**src/rtl/core/saturating_recurrent_gemv_row_assert.svh**
```systemverilog
// Assertion macros shared by the row unit modules.
// Depends on nothing; expects a clock i_clk and a reset i_rst_n in scope.
`ifndef SATURATING_RECURRENT_GEMV_ROW_ASSERT_SVH
`define SATURATING_RECURRENT_GEMV_ROW_ASSERT_SVH

// Check a property only while out of reset.
`define SRGR_ASSERT(lbl, prop, msg) \
    lbl: assert property (@(posedge i_clk) disable iff (!i_rst_n) prop) else $error(msg);

// Check a property at every clock edge, reset included.
`define SRGR_ASSERT_ALWAYS(lbl, prop, msg) \
    lbl: assert property (@(posedge i_clk) prop) else $error(msg);

`endif

```
**src/rtl/core/srgr_pkg.sv**
```systemverilog
// Shared types and constants of the recurrent row unit.
// Used by the controller, the datapath and the top level.
package srgr_pkg;

    localparam int ACT_W    = 16;
    localparam int WGT_W    = 8;
    localparam int BIAS_W   = 32;
    localparam int MULT_W   = 8;
    localparam int PROD1_W  = ACT_W + WGT_W;
    localparam int PROD2_W  = 32;
    localparam int ACC_W    = 64;
    localparam int RES_W    = 32;
    localparam int CNT_W    = 32;
    localparam int CHUNK_W  = 16;
    localparam int IN_DW    = 64;
    localparam int OUT_DW   = 64;

    localparam logic [CHUNK_W-1:0] CHUNK_RESET = 16'd1024;
    localparam logic [ACC_W-1:0]   SAT_MAX = 64'h0000_0000_7FFF_FFFF;
    localparam logic [ACC_W-1:0]   SAT_MIN = 64'hFFFF_FFFF_8000_0000;
    localparam logic [CNT_W-1:0]   CNT_FULL = '1;

    typedef struct packed {
        logic load;   // input transfer: latch element, open row if needed
        logic mul;    // activation times weight
        logic scale;  // product times row multiplier
        logic acc;    // add into accumulator, advance column count
        logic sat;    // saturate at chunk boundary or row end
        logic post;   // update clip flag and counter, close row
        logic emit;   // load output register
    } t_cmd;

    typedef struct packed {
        logic row_last;  // element in flight ends its row
        logic out_free;  // output register can take a result this cycle
    } t_status;

endpackage

```
**src/rtl/core/srgr_ctrl.sv**
```systemverilog
// Sequencer of the recurrent row unit: walks one element through the datapath.
// Depends on srgr_pkg and the assertion macro header.
`include "saturating_recurrent_gemv_row_assert.svh"

module srgr_ctrl
    import srgr_pkg::*;
(
    input  logic    i_clk,
    input  logic    i_rst_n,
    input  logic    i_in_valid,
    output logic    o_in_ready,
    input  t_status i_status,
    output t_cmd    o_cmd
);

    typedef enum logic [2:0] {
        S_IDLE,
        S_MUL,
        S_SCALE,
        S_ACC,
        S_SAT,
        S_POST
    } t_state;

    t_state r_state;
    t_state n_state;
    logic   w_post_go;

    assign w_post_go = (r_state == S_POST) && (!i_status.row_last || i_status.out_free);

    assign o_in_ready  = (r_state == S_IDLE);
    assign o_cmd.load  = (r_state == S_IDLE) && i_in_valid;
    assign o_cmd.mul   = (r_state == S_MUL);
    assign o_cmd.scale = (r_state == S_SCALE);
    assign o_cmd.acc   = (r_state == S_ACC);
    assign o_cmd.sat   = (r_state == S_SAT);
    assign o_cmd.post  = w_post_go;
    assign o_cmd.emit  = w_post_go && i_status.row_last;

    always_comb begin
        n_state = r_state;
        unique case (r_state)
            S_IDLE:  if (i_in_valid) n_state = S_MUL;
            S_MUL:   n_state = S_SCALE;
            S_SCALE: n_state = S_ACC;
            S_ACC:   n_state = S_SAT;
            S_SAT:   n_state = S_POST;
            S_POST:  if (w_post_go) n_state = S_IDLE;
            default: n_state = S_IDLE;
        endcase
    end

    always_ff @(posedge i_clk) begin
        if (!i_rst_n) begin
            r_state <= S_IDLE;
        end else begin
            r_state <= n_state;
        end
    end

    `SRGR_ASSERT(a_load_then_mul, o_cmd.load |=> o_cmd.mul, "multiply did not follow a transfer")
    `SRGR_ASSERT(a_emit_needs_room, o_cmd.emit |-> i_status.out_free, "result loaded over a pending one")
    `SRGR_ASSERT(a_one_step, $onehot0({o_cmd.load, o_cmd.mul, o_cmd.scale, o_cmd.acc, o_cmd.sat, o_cmd.post}), "two datapath steps at once")

endmodule

```
**src/rtl/core/srgr_datapath.sv**
```systemverilog
// Datapath of the recurrent row unit: operand latches, two multiply stages,
// 64-bit accumulator with saturation, clip bookkeeping and output register.
// Depends on srgr_pkg and the assertion macro header.
`include "saturating_recurrent_gemv_row_assert.svh"

module srgr_datapath
    import srgr_pkg::*;
#(
    parameter int COUNT_WIDTH = 16
) (
    input  logic                i_clk,
    input  logic                i_rst_n,
    input  t_cmd                i_cmd,
    output t_status             o_status,
    input  logic                i_cfg_we,
    input  logic [CHUNK_W-1:0]  i_cfg_wdata,
    input  logic [IN_DW-1:0]    i_in_data,
    input  logic                i_in_last,
    output logic                o_out_valid,
    input  logic                i_out_ready,
    output logic [OUT_DW-1:0]   o_out_data,
    output logic                o_out_user
);

    localparam int CMP_W = (COUNT_WIDTH > CHUNK_W) ? COUNT_WIDTH : CHUNK_W;

    logic [CHUNK_W-1:0]         r_chunk;
    logic signed [ACT_W-1:0]    r_act;
    logic signed [WGT_W-1:0]    r_wgt;
    logic                       r_last;
    logic                       r_row_open;
    logic [MULT_W-1:0]          r_scale;
    logic signed [PROD1_W-1:0]  r_p1;
    logic signed [PROD2_W-1:0]  r_p2;
    logic [ACC_W-1:0]           r_acc;
    logic [COUNT_WIDTH-1:0]     r_col;
    logic                       r_bound;
    logic                       r_clip_evt;
    logic                       r_row_clipped;
    logic [CNT_W-1:0]           r_clip_cnt;
    logic                       r_out_valid;
    logic [OUT_DW-1:0]          r_out_data;
    logic                       r_out_user;

    logic signed [PROD2_W:0]    w_p2_full;
    logic [COUNT_WIDTH-1:0]     n_col;
    logic                       w_ovf;
    logic [CNT_W-1:0]           n_clip_cnt;
    logic                       n_row_clipped;

    assign w_p2_full = r_p1 * $signed({1'b0, r_scale});
    assign n_col     = r_col + 1'b1;
    assign w_ovf     = r_acc[ACC_W-1:RES_W-1] != {(ACC_W-RES_W+1){r_acc[ACC_W-1]}};

    assign n_clip_cnt    = (r_clip_evt && r_clip_cnt != CNT_FULL) ? r_clip_cnt + 1'b1
                                                                  : r_clip_cnt;
    assign n_row_clipped = r_row_clipped | r_clip_evt;

    assign o_status.row_last = r_last;
    assign o_status.out_free = !r_out_valid || i_out_ready;

    assign o_out_valid = r_out_valid;
    assign o_out_data  = r_out_data;
    assign o_out_user  = r_out_user;

    // Control state
    always_ff @(posedge i_clk) begin
        if (!i_rst_n) begin
            r_chunk       <= CHUNK_RESET;
            r_row_open    <= 1'b0;
            r_row_clipped <= 1'b0;
            r_clip_cnt    <= '0;
            r_out_valid   <= 1'b0;
        end else begin
            if (i_cfg_we) begin
                r_chunk <= i_cfg_wdata;
            end
            if (i_cmd.load && !r_row_open) begin
                r_row_open    <= 1'b1;
                r_row_clipped <= 1'b0;
            end
            if (i_cmd.post) begin
                r_clip_cnt    <= n_clip_cnt;
                r_row_clipped <= r_last ? 1'b0 : n_row_clipped;
                if (r_last) begin
                    r_row_open <= 1'b0;
                end
            end
            if (i_cmd.emit) begin
                r_out_valid <= 1'b1;
            end else if (i_out_ready) begin
                r_out_valid <= 1'b0;
            end
        end
    end

    // Payload
    always_ff @(posedge i_clk) begin
        if (i_cmd.load) begin
            r_act  <= i_in_data[ACT_W-1:0];
            r_wgt  <= i_in_data[ACT_W+WGT_W-1:ACT_W];
            r_last <= i_in_last;
            if (!r_row_open) begin
                r_acc   <= {{(ACC_W-BIAS_W){i_in_data[ACT_W+WGT_W+BIAS_W-1]}},
                            i_in_data[ACT_W+WGT_W+BIAS_W-1:ACT_W+WGT_W]};
                r_scale <= i_in_data[IN_DW-1:ACT_W+WGT_W+BIAS_W];
                r_col   <= '0;
            end
        end
        if (i_cmd.mul) begin
            r_p1 <= r_act * r_wgt;
        end
        if (i_cmd.scale) begin
            // |act * weight * scale| stays below 2^30
            r_p2 <= w_p2_full[PROD2_W-1:0];
        end
        if (i_cmd.acc) begin
            r_acc   <= r_acc + {{(ACC_W-PROD2_W){r_p2[PROD2_W-1]}}, r_p2};
            r_col   <= n_col;
            r_bound <= (r_chunk != '0) && (CMP_W'(n_col) == CMP_W'(r_chunk));
        end
        if (i_cmd.sat) begin
            r_clip_evt <= (r_bound || r_last) && w_ovf;
            if ((r_bound || r_last) && w_ovf) begin
                r_acc <= r_acc[ACC_W-1] ? SAT_MIN : SAT_MAX;
            end
            if (r_bound) begin
                r_col <= '0;
            end
        end
        if (i_cmd.emit) begin
            r_out_data <= {n_clip_cnt, r_acc[RES_W-1:0]};
            r_out_user <= n_row_clipped;
        end
    end

    `SRGR_ASSERT(a_sat_in_range, ($past(i_cmd.sat) && $past(r_bound || r_last)) |-> !w_ovf, "accumulator out of range after saturation")
    `SRGR_ASSERT_ALWAYS(a_cnt_monotonic, (i_rst_n && $past(i_rst_n)) |-> (r_clip_cnt >= $past(r_clip_cnt)), "clip counter went down")
    `SRGR_ASSERT(a_emit_in_row, i_cmd.emit |-> r_row_open, "result emitted with no open row")

endmodule

```
**src/rtl/core/saturating_recurrent_gemv_row.sv**
```systemverilog
// Top level of the saturating recurrent row unit.
// Depends on srgr_pkg, srgr_ctrl and srgr_datapath.

// Computes one output of a recurrent layer from a stream of row elements.
// Each transfer on the slave side carries one element (activation, weight)
// together with the row bias and multiplier; bias and multiplier are taken
// only on the first element of a row, and tlast closes the row. The 64-bit
// sum starts at the bias and adds activation * weight * multiplier. After
// every chunk_length elements (written through i_cfg_we / i_cfg_wdata, reset
// value 1024, zero disables intermediate saturation) and at the row end the
// sum is clamped to signed 32 bits; each clamp that changes the value sets
// the row's clipped flag and bumps a running clip total that sticks at
// all ones. One result leaves on the master side per row.
// Each element passes transfer, multiply, scale, accumulate, saturate, post
// before another is taken; this is set by the two registered multiply steps
// feeding the 64-bit accumulator and its separate saturation step. At a row
// end the post step waits while the output register still holds an untaken
// result; a new element can be accepted while a finished result waits.
module saturating_recurrent_gemv_row
    import srgr_pkg::*;
#(
    parameter int COUNT_WIDTH = 16
) (
    input  logic               i_clk,
    input  logic               i_rst_n,
    // Configuration: chunk_length
    input  logic               i_cfg_we,
    input  logic [CHUNK_W-1:0] i_cfg_wdata,
    // Element stream
    input  logic               s_axis_tvalid,
    output logic               s_axis_tready,
    // [15:0] activation, [23:16] weight, [55:24] bias, [63:56] multiplier
    input  logic [IN_DW-1:0]   s_axis_tdata,
    input  logic               s_axis_tlast,   // last_in_row
    // Result stream
    output logic               m_axis_tvalid,
    input  logic               m_axis_tready,
    // [31:0] row_result, [63:32] saturation_total
    output logic [OUT_DW-1:0]  m_axis_tdata,
    // [0] clipped
    output logic               m_axis_tuser
);

    t_cmd    w_cmd;
    t_status w_status;

    // Sequence each element through the datapath
    srgr_ctrl u_ctrl (
        .i_clk      (i_clk),
        .i_rst_n    (i_rst_n),
        .i_in_valid (s_axis_tvalid),
        .o_in_ready (s_axis_tready),
        .i_status   (w_status),
        .o_cmd      (w_cmd)
    );

    // Arithmetic, row state and output register
    srgr_datapath #(
        .COUNT_WIDTH (COUNT_WIDTH)
    ) u_datapath (
        .i_clk       (i_clk),
        .i_rst_n     (i_rst_n),
        .i_cmd       (w_cmd),
        .o_status    (w_status),
        .i_cfg_we    (i_cfg_we),
        .i_cfg_wdata (i_cfg_wdata),
        .i_in_data   (s_axis_tdata),
        .i_in_last   (s_axis_tlast),
        .o_out_valid (m_axis_tvalid),
        .i_out_ready (m_axis_tready),
        .o_out_data  (m_axis_tdata),
        .o_out_user  (m_axis_tuser)
    );

endmodule

```
**config.mk**
```make
export PLATFORM = sky130hd
export DESIGN_NAME = saturating_recurrent_gemv_row
export DESIGN_NICKNAME = d
export VERILOG_FILES = /design/src/rtl/core/srgr_pkg.sv /design/src/rtl/core/srgr_ctrl.sv /design/src/rtl/core/srgr_datapath.sv /design/src/rtl/core/saturating_recurrent_gemv_row.sv
export VERILOG_INCLUDE_DIRS = /design/src /design/src/rtl/core
export SDC_FILE = /design/constraint.sdc
export NUM_CORES = 1
export LEC_CHECK = 0
export BUFFER_PORTS_ARGS = -buffer_cell sky130_fd_sc_hd__buf_2
export CORE_MARGIN = 4
export CORE_UTILIZATION = 45
export DETAILED_ROUTE_END_ITERATION = 12
export PLACE_DENSITY = 0.71
export SLEW_MARGIN = 20
export SYNTH_ARGS = -nofsm -noshare
export SYNTH_HDL_FRONTEND = slang
export SYNTH_SLANG_ARGS = --single-unit
export TNS_END_PERCENT = 5
```
**constraint.sdc**
```tcl
create_clock -name i_clk -period 5.1 [get_ports i_clk]
set_clock_uncertainty 0.05 [all_clocks]
set_input_delay 1.02 -clock i_clk [delete_from_list [all_inputs] [get_ports i_clk]]
set_output_delay 1.02 -clock i_clk [all_outputs]
set_load 0.005 [all_outputs]
```
==> results of run 1 <==
[sequential cells by signal, indices dropped and copies added, names as in the netlist, 3 cells and up]
signal / count
u_datapath.r_chunk: 16
u_datapath.r_p2: 32
u_datapath.r_p1: 24
u_datapath.r_clip_cnt: 32
u_datapath.r_acc: 64
u_ctrl.r_state: 3
u_datapath.r_scale: 8
u_datapath.r_col: 16
u_datapath.r_act: 16
u_datapath.o_out_data: 64
u_datapath.r_wgt: 8
[kinds of logic (layout without fill, tap and decap cells)]
kind of cell / Yosys count / count (layout)
other cells: 0 / 2
compound gates: 524 / 524
fa+ha+maj: 425 / 425
xor+xnor: 181 / 181
simple gates: 973 / 973
mux: 25 / 25
flops: 290 / 290
buf+inv: 506 / 762
[Yosys cell counts, types with 24 or more instances]
cell	instances	share of area, %
a211oi_1	29	0.82
xor2_1	52	1.7
nand2_1	318	4.5
o21ai_0	86	1.6
nand4_1	39	0.92
edfxtp_1	157	18
ha_1	173	8.1
nand3_1	61	1.1
nor3_1	36	0.68
clkbuf_1	104	1.5
fa_1	252	19
xnor2_1	129	4.3
nor2b_1	30	0.71
inv_1	379	5.4
mux2i_1	24	0.90
a21o_1	60	1.7
nor2_1	146	2.1
a21oi_1	192	3.6
and2_1	226	5.3
and3_1	30	0.71
dfxtp_1	133	10
[layer usage]
metal	vias up	wire length (um)	GRT usage [%]
met5	-	38	0
met4	4	1683	5.437
met3	106	2921	3.104
met2	426	29960	33.06
met1	9971	27270	25.30
li1	10190	-	-
[path summary, 6_finish.rpt]
| path | start | endpoint | slack [ps] |
|---|---|---|---|
| setup / recovery | u_datapath.r_scale[0]$_DFFE_PP_ | u_datapath.r_p2[29]$_DFFE_PP_ | 50 |
| hold / removal | u_datapath.r_acc[30]$_DFF_P_ | u_datapath.o_out_data[30]$_DFFE_PP_ | 430 |
| setup reg to reg | u_datapath.r_scale[0]$_DFFE_PP_ | u_datapath.r_p2[29]$_DFFE_PP_ | 50 |
| hold reg to reg | u_datapath.r_acc[30]$_DFF_P_ | u_datapath.o_out_data[30]$_DFFE_PP_ | 430 |
[stage by stage]
stage               worst slack, ps  setup TNS (ps)  hold slack (ps)  utilization, %
floorplan                    -15.59          -18.96            386.5               -
global placement             -106.3          -168.7            410.2           49.66
detailed placement           -194.0          -836.7            418.7           49.66
CTS                          -6.260          -9.808            432.6           52.12
global route                 -120.1          -675.5            442.7           52.98
finish                        45.49               0            428.0           52.99
[what timing repair did]
item | CTS | global route
pin swaps | 25 | 53
gates cloned | 0 | 3
setup endpoints to repair | 8 | 19
buffers inserted | 12 | 21
hold buffers | 0 | 0
gates resized for setup | 29 | 76
[area by class of cell]
cell class | instances | area share (%)
clock inverter | 13 | 0.5982
antenna | 2 | 0.01628
timing repair buffer | 317 | 6.775
clock buffer | 51 | 3.308
tap | 765 | 3.113
inverter | 381 | 4.651
sequential | 290 | 23.99
multi-input combinational | 2128 | 57.54
==> flow_summary.toml, run 1 <==
[layout]
mostFrequentLayoutCells = "372 x inv_1, 313 x nand2_1, 244 x fa_1"
final-seq-area_mm2 = 0.007377
finalInstanceArea_mm2 = 0.03075
syn2layout_area_growth_pct = 15.74
final_common_cell = "inv_1"
drive_gt1_share_pct = 15.13
fin_cells = 3947
nNetsFinal = 3664
fillerInstances = 5285
multi_input_area_mm2 = 0.01769

[worst_setup_path]
max_stage_delay_ps = 560
critical_path_class = "flip-flop to flip-flop"
critical-path-top-delay-family = "adder cells"
critical_path_depth = 19
required_ps = 5380
slowest_stage = "fa_1"
worst_setup_path_end_kind = "flip-flop"
cp_num_buf_inv = 5
r2r_cells = 19
path_cells = "buf_6 -> buf_4 -> nand2_1 -> fa_1 -> inv_1 -> fa_1 -> fa_1 -> inv_1 -> fa_1 -> inv_1 -> ha_1 -> a21o_1 -> a211oi_1 -> nor2_1 -> a21oi_2 -> a21oi_2 -> a311oi_2 -> nor2_1 -> a311o_1"
worstSetupStartpointType = "flip-flop"
cp.arrival_ps = 5340
path_max_fanout = 6
worst_path_most_repeated_cell = "fa_1"

[timing]
rsz0062_at_grt = "true"
slew_viol_final = 0
finalHoldViolCount = 0
maxSlewHeadroom_pct = 28.03
worst_pin_slew_ps = 1076
setup_violations = 0
finalCritPeriodShare_pct = 99.11
post-route-min-period_ps = 5055
fmax_ghz = 0.1978

[clocking]
cts_buffers = 35
clk_pin_slew_ps = 70
cts_tree = "yes"
clockBufferDepth = 3
root_buffer = "clkbuf_16"
clkLatencyLatePin_ps = 580
cts_max_level = 2
clock_sinks = 290

[flow_run]
max_cap_violations = 0

[logic_synthesis]
ys.flop_type = "edfxtp_1"
syn-num-nets = 3435
synth_edf_count = 157
synthSimpleGateAreaFrac_pct = 18.26
ys_ff_latch = 290
synth-compound-area-share_pct = 12.72
synth_top_family_by_area = "adder cells"
ys_async_sr_fraction_pct = 0
netlist_area_mm2 = 0.02657
synth.distinct_cells = 79
avgSynthCellArea_um2 = 9.085
seq_area_frac_synth_pct = 27.77
synth_cells = 2924
synth-xor-area-share_pct = 5.967
yosys.area_share.adder_pct = 27.14
muxShareOfSynthArea_pct = 0.9467
yosysWarnings = 0

[placed_design]
dpl.hpwl_um = 48330
place_area_mm2 = 0.02881
gp_congestion = 0.9033
placedCellCount = 3845
port_buffers = 152

[detailed_routing]
routed_wl_um = 61880
viasPerCell = 5.242
num_vias = 20690
drt_iter0_drc = 1071
drc = 0
dr.pass1.iters = 5
wire_per_inst_um = 15.68
postRouteAntennaNets = 0

[global_route]
grt_use_total_pct = 19.24
grt_max_degree = 67
grt_antenna_before_repair = 4
grt_pass1_vias = 20320
overflow = 0
grt_pass1_wl_um = 101700

[die]
fp-row-count = 88
floorplan.die_area_mm2 = 0.06299
io_pins = 153
core_area_mm2 = 0.05803
die_w_um = 251.0
dieHeight_um = 251.0
initial_core_util_pct = 45.78

[hold_path]
hp-class = "flip-flop to flip-flop"
worst_hold_path.num_cells = 0

[run_status]
status = "finished, final reports clean"
Power of run 1 is not shown: default switching activity piles up to over one toggle a cycle in this logic, so the estimate is an artifact.
==> run 2: changes to the inputs <==
REMOVE_ABC_BUFFERS = 1   (was unset)
==> run 2 against run 1 <==
- die area stayed put
- design area shrank 0.48%
- final cell count fell by 0.13%
- worst setup slack got worse by 40 ps
- sequential cell count is the same
- first-iteration DRC count is 11% higher
- count of clock-buffer cells in the layout is 7 lower
- global-route usage down 0.17 points
- maximum frequency down 0.78%
- non-clock buffer count down 4
- worst hold slack got worse by 6.9 ps
- via count is 0.57% lower
==> flow_summary.toml, run 2 (synthesized netlist as in run 1, its figures left out) <==
[run_status]
status = "finished, final reports clean"

[timing]
finalCritPeriodShare_pct = 99.89
post-route-min-period_ps = 5094
finalHoldViolCount = 0
rsz0062_at_grt = "true"
maxSlewHeadroom_pct = 39.35
fmax_ghz = 0.1963
setup_violations = 0
worst_pin_slew_ps = 909.8
slew_viol_final = 0
hold_slack_ps = 421.2

[clocking]
clk_pin_slew_ps = 60
cts_buffers = 36
clock_sinks = 290
root_buffer = "clkbuf_16"
cts_max_level = 2
cts_tree = "yes"
clkLatencyLatePin_ps = 560
clockBufferDepth = 3

[detailed_routing]
num_vias = 20580
routed_wl_um = 61400
dr_wl_met3_um = 2946
route.top_layer_used = "met4"
met2_length_um = 29810
viasPerCell = 5.219
postRouteAntennaNets = 0
wl_met1_um = 26930
dr.pass1.iters = 5
drc = 0
wire_per_inst_um = 15.58
drt_iter0_drc = 1194

[die]
core_area_mm2 = 0.05803
die_w_um = 251.0
floorplan.die_area_mm2 = 0.06299
dieHeight_um = 251.0
io_pins = 153
initial_core_util_pct = 45.78
fp-row-count = 88

[layout]
final-seq-area_mm2 = 0.007377
fin_cells = 3942
drive_gt1_share_pct = 14.45
syn2layout_area_growth_pct = 15.18
utilization_pct = 52.73
nNetsFinal = 3661
multi_input_area_mm2 = 0.01762
fillerInstances = 5199
final_common_cell = "inv_1"
mostFrequentLayoutCells = "371 x inv_1, 317 x nand2_1, 246 x fa_1"
diodes = 0

[flow_run]
max_cap_violations = 0

[worst_setup_path]
critical_path_class = "flip-flop to flip-flop"
required_ps = 5350
cp.arrival_ps = 5350
worstSetupStartpointType = "flip-flop"
path_max_fanout = 7
worst_setup_path_end_kind = "flip-flop"

[placed_design]
placedCellCount = 3850
dpl.hpwl_um = 47930
port_buffers = 152
gp_congestion = 0.9252

[global_route]
grt_max_degree = 68
grt_pass1_vias = 20430
grt_antenna_before_repair = 0
grt_pass1_wl_um = 101000
grt_use_total_pct = 19.08
overflow = 0

[hold_path]
hp-class = "flip-flop to flip-flop"
## run 2: what timing repair did
action	CTS	global route
endpoints found under the setup margin	9	19
buffers inserted	17	9
gates cloned	0	2
pin swaps	28	34
hold buffers	0	0
resized for setup	38	55
## run 2: area by class of cell
cell class	count	area share, %
Multi-Input combinational cell	2128	57.60
Timing Repair Buffer	313	6.682
Inverter	381	4.674
Tap cell	765	3.128
Clock inverter	21	0.7320
Sequential cell	290	24.11
Clock buffer	44	3.075
## run 2: stage by stage
step                      instance area, um2  setup slack (ps)  TNS, ps
after floorplan                        26080            -327.3    -7955
after CTS                              30290             3.574        0
after global routing                   30600            -159.9    -1170
after global placement                 28830            -115.2   -439.2
after detailed placement               28830            -191.0   -891.5
final                                  30600             5.774        0
## run 2: final timing paths
path / from / to / slack, ps / cells after the start
hold / removal: u_datapath.r_acc[12]$_DFF_P_ / u_datapath.o_out_data[12]$_DFFE_PP_ / 420 / 0
setup / recovery: u_datapath.r_scale[3]$_DFFE_PP_ / u_datapath.r_p2[31]$_DFFE_PP_ / 6 / 19
setup reg to reg: u_datapath.r_scale[3]$_DFFE_PP_ / u_datapath.r_p2[31]$_DFFE_PP_ / 6 / 19
hold reg to reg: u_datapath.r_acc[12]$_DFF_P_ / u_datapath.o_out_data[12]$_DFFE_PP_ / 420 / 0
## run 2: routing by layer
metal	global-route usage, %	vias up
met2	33.16	445
met3	2.586	112
li1	-	10180
met5	0	-
met1	25.08	9838
met4	5.373	0
## run 2: critical path: stages, from the launching register on
cell	delay, ps
edfxtp_1	440
buf_6	170
buf_6	120
and2_1	170
fa_1	440
fa_1	470
fa_1	540
inv_1	50
fa_1	480
inv_1	40
ha_1	280
a21o_1	160
nor2_1	50
o211ai_1	120
a21oi_2	120
a21oi_2	220
a311oi_2	130
buf_4	170
or3_4	350
a211o_1	260
Power of run 2 is left out for the same reason.
==> run 3: changes to the inputs <==
CELL_PAD_IN_SITES_DETAIL_PLACEMENT = 0   (was unset)
CELL_PAD_IN_SITES_GLOBAL_PLACEMENT = 1   (was unset)
CORE_UTILIZATION = 44   (was 45)
PLACE_DENSITY = 0.85   (was 0.71)
==> run 3 against run 2 <==
- utilization shrank 1.1 points
- first-iteration DRC count shrank 20%
- sequential share of layout area is essentially flat
- final cell count grew 0.10%
- via count grew 0.99%
- worst setup slack gained 14 ps
- routed wire length grew 6.9%
- worst hold slack lost 11 ps
- die area grew 2.2%
- global-route usage grew 1.3 points
==> flow_summary.toml, run 3 (synthesized netlist as in run 1, its figures left out) <==
[run_status]
status = "finished, final reports clean"

[clocking]
cts_tree = "yes"
clkLatencyLatePin_ps = 570
cts_max_level = 2
clock_sinks = 290
cts_hold_buf = 0
clockBufferDepth = 3
clk_pin_slew_ps = 60
cts_buffers = 36
root_buffer = "clkbuf_16"

[detailed_routing]
wire_per_inst_um = 16.63
dr.pass1.iters = 5
drc = 0
num_vias = 20780
routed_wl_um = 65620
drt_iter0_drc = 951
postRouteAntennaNets = 0
viasPerCell = 5.266

[timing]
finalHoldViolCount = 0
rsz0062_at_grt = "true"
maxSlewHeadroom_pct = 35.59
fin_tns_setup_ps = 0
post-route-min-period_ps = 5080
finalCritPeriodShare_pct = 99.60
worst_pin_slew_ps = 966.1
slew_viol_final = 0
setup_violations = 0
fmax_ghz = 0.1969

[layout]
syn2layout_area_growth_pct = 15.29
mostFrequentLayoutCells = "373 x inv_1, 314 x nand2_1, 244 x fa_1"
utilization_pct = 51.60
drive_gt1_share_pct = 14.47
diodes = 0
final_common_cell = "inv_1"
nNetsFinal = 3656

[worst_setup_path]
path_max_fanout = 5
worst_setup_path_end_kind = "flip-flop"
cp.arrival_ps = 5350
worstSetupStartpointType = "flip-flop"
r2r_cells = 21
required_ps = 5370
rrSetupSlack_ps = 20
critical_path_class = "flip-flop to flip-flop"

[global_route]
overflow = 0
grt_pass1_wl_um = 108200
grt_use_total_pct = 20.42
grt_pass1_vias = 21570
grt_antenna_before_repair = 1
grt_max_degree = 68

[flow_run]
max_cap_violations = 0

[die]
floorplan.die_area_mm2 = 0.06437
fp-row-count = 89
core_area_mm2 = 0.05935
io_pins = 153
initial_core_util_pct = 44.76
die_w_um = 253.7
dieHeight_um = 253.7

[hold_path]
hp-class = "flip-flop to flip-flop"
worst_hold_path.num_cells = 0

[placed_design]
dpl.hpwl_um = 52070
gp_congestion = 0.8841
port_buffers = 152
-- run 3: cell count changes in the layout (fill, tap and decap cells not counted), sizes merged --
| cell | before | now |
|---|---|---|
| clkinvlp | 3 | 5 |
| buf | 313 | 308 |
| clkbuf | 44 | 41 |
| bufinv | 3 | 5 |
-- run 3: metal layers --
layer	global-route usage (%)	vias to the layer above	wire [um]
li1	-	10160	-
met1	25.85	10070	28490
met2	36.13	418	32070
met3	2.988	128	2921
met4	6.520	2	2133
met5	0	-	7
-- run 3: cell type report --
cell class / instances / area (um2)
sequential: 290 / 7377
clock buffer: 41 / 919.6
timing repair buffer: 308 / 1989
tap: 773 / 967.2
fill: 5418 / 28730
inverter: 381 / 1430
multi-input combinational: 2128 / 17650
clock inverter: 25 / 291.5
-- run 3: what timing repair did --
item / CTS / global route
endpoints found under the setup margin: 13 / 19
pin swaps: 33 / 41
resized for setup: 37 / 55
buffers inserted: 16 / 6
-- run 3: worst max-delay path: stages, from the launching register on --
cell	delay [ps]
edfxtp_1	360
buf_4	120
buf_4	130
nand2_1	60
fa_1	500
inv_2	40
fa_1	510
inv_1	50
fa_1	450
fa_1	530
inv_2	50
ha_4	260
inv_1	40
o21ai_2	140
a21oi_2	80
o211ai_1	240
a21oi_2	130
a21oi_2	210
a311oi_2	130
buf_4	170
or3_1	340
a211o_1	260
-- run 3: stage by stage --
step	cell area [um2]	hold WS [ps]	worst slack (ps)	instances
2_1_floorplan	26080	386.5	-327.3	2799
3_3_place_gp	28840	404.6	-143.3	3858
3_5_place_dp	28840	409.6	-194.1	3858
4_1_cts	30330	410.7	-47.05	3940
5_1_grt	30630	432.9	-191.1	3946
6_report	30630	410.5	20.21	3946
-- run 3: final timing paths --
path | start | endpoint
worst min register to register | u_datapath.r_acc[25]$_DFF_P_ | u_datapath.o_out_data[25]$_DFFE_PP_
worst max register to register | u_datapath.r_scale[2]$_DFFE_PP_ | u_datapath.r_p2[31]$_DFFE_PP_
worst min-delay path | u_datapath.r_acc[25]$_DFF_P_ | u_datapath.o_out_data[25]$_DFFE_PP_
worst max-delay path | u_datapath.r_scale[2]$_DFFE_PP_ | u_datapath.r_p2[31]$_DFFE_PP_
Power of run 3 is left out for the same reason.
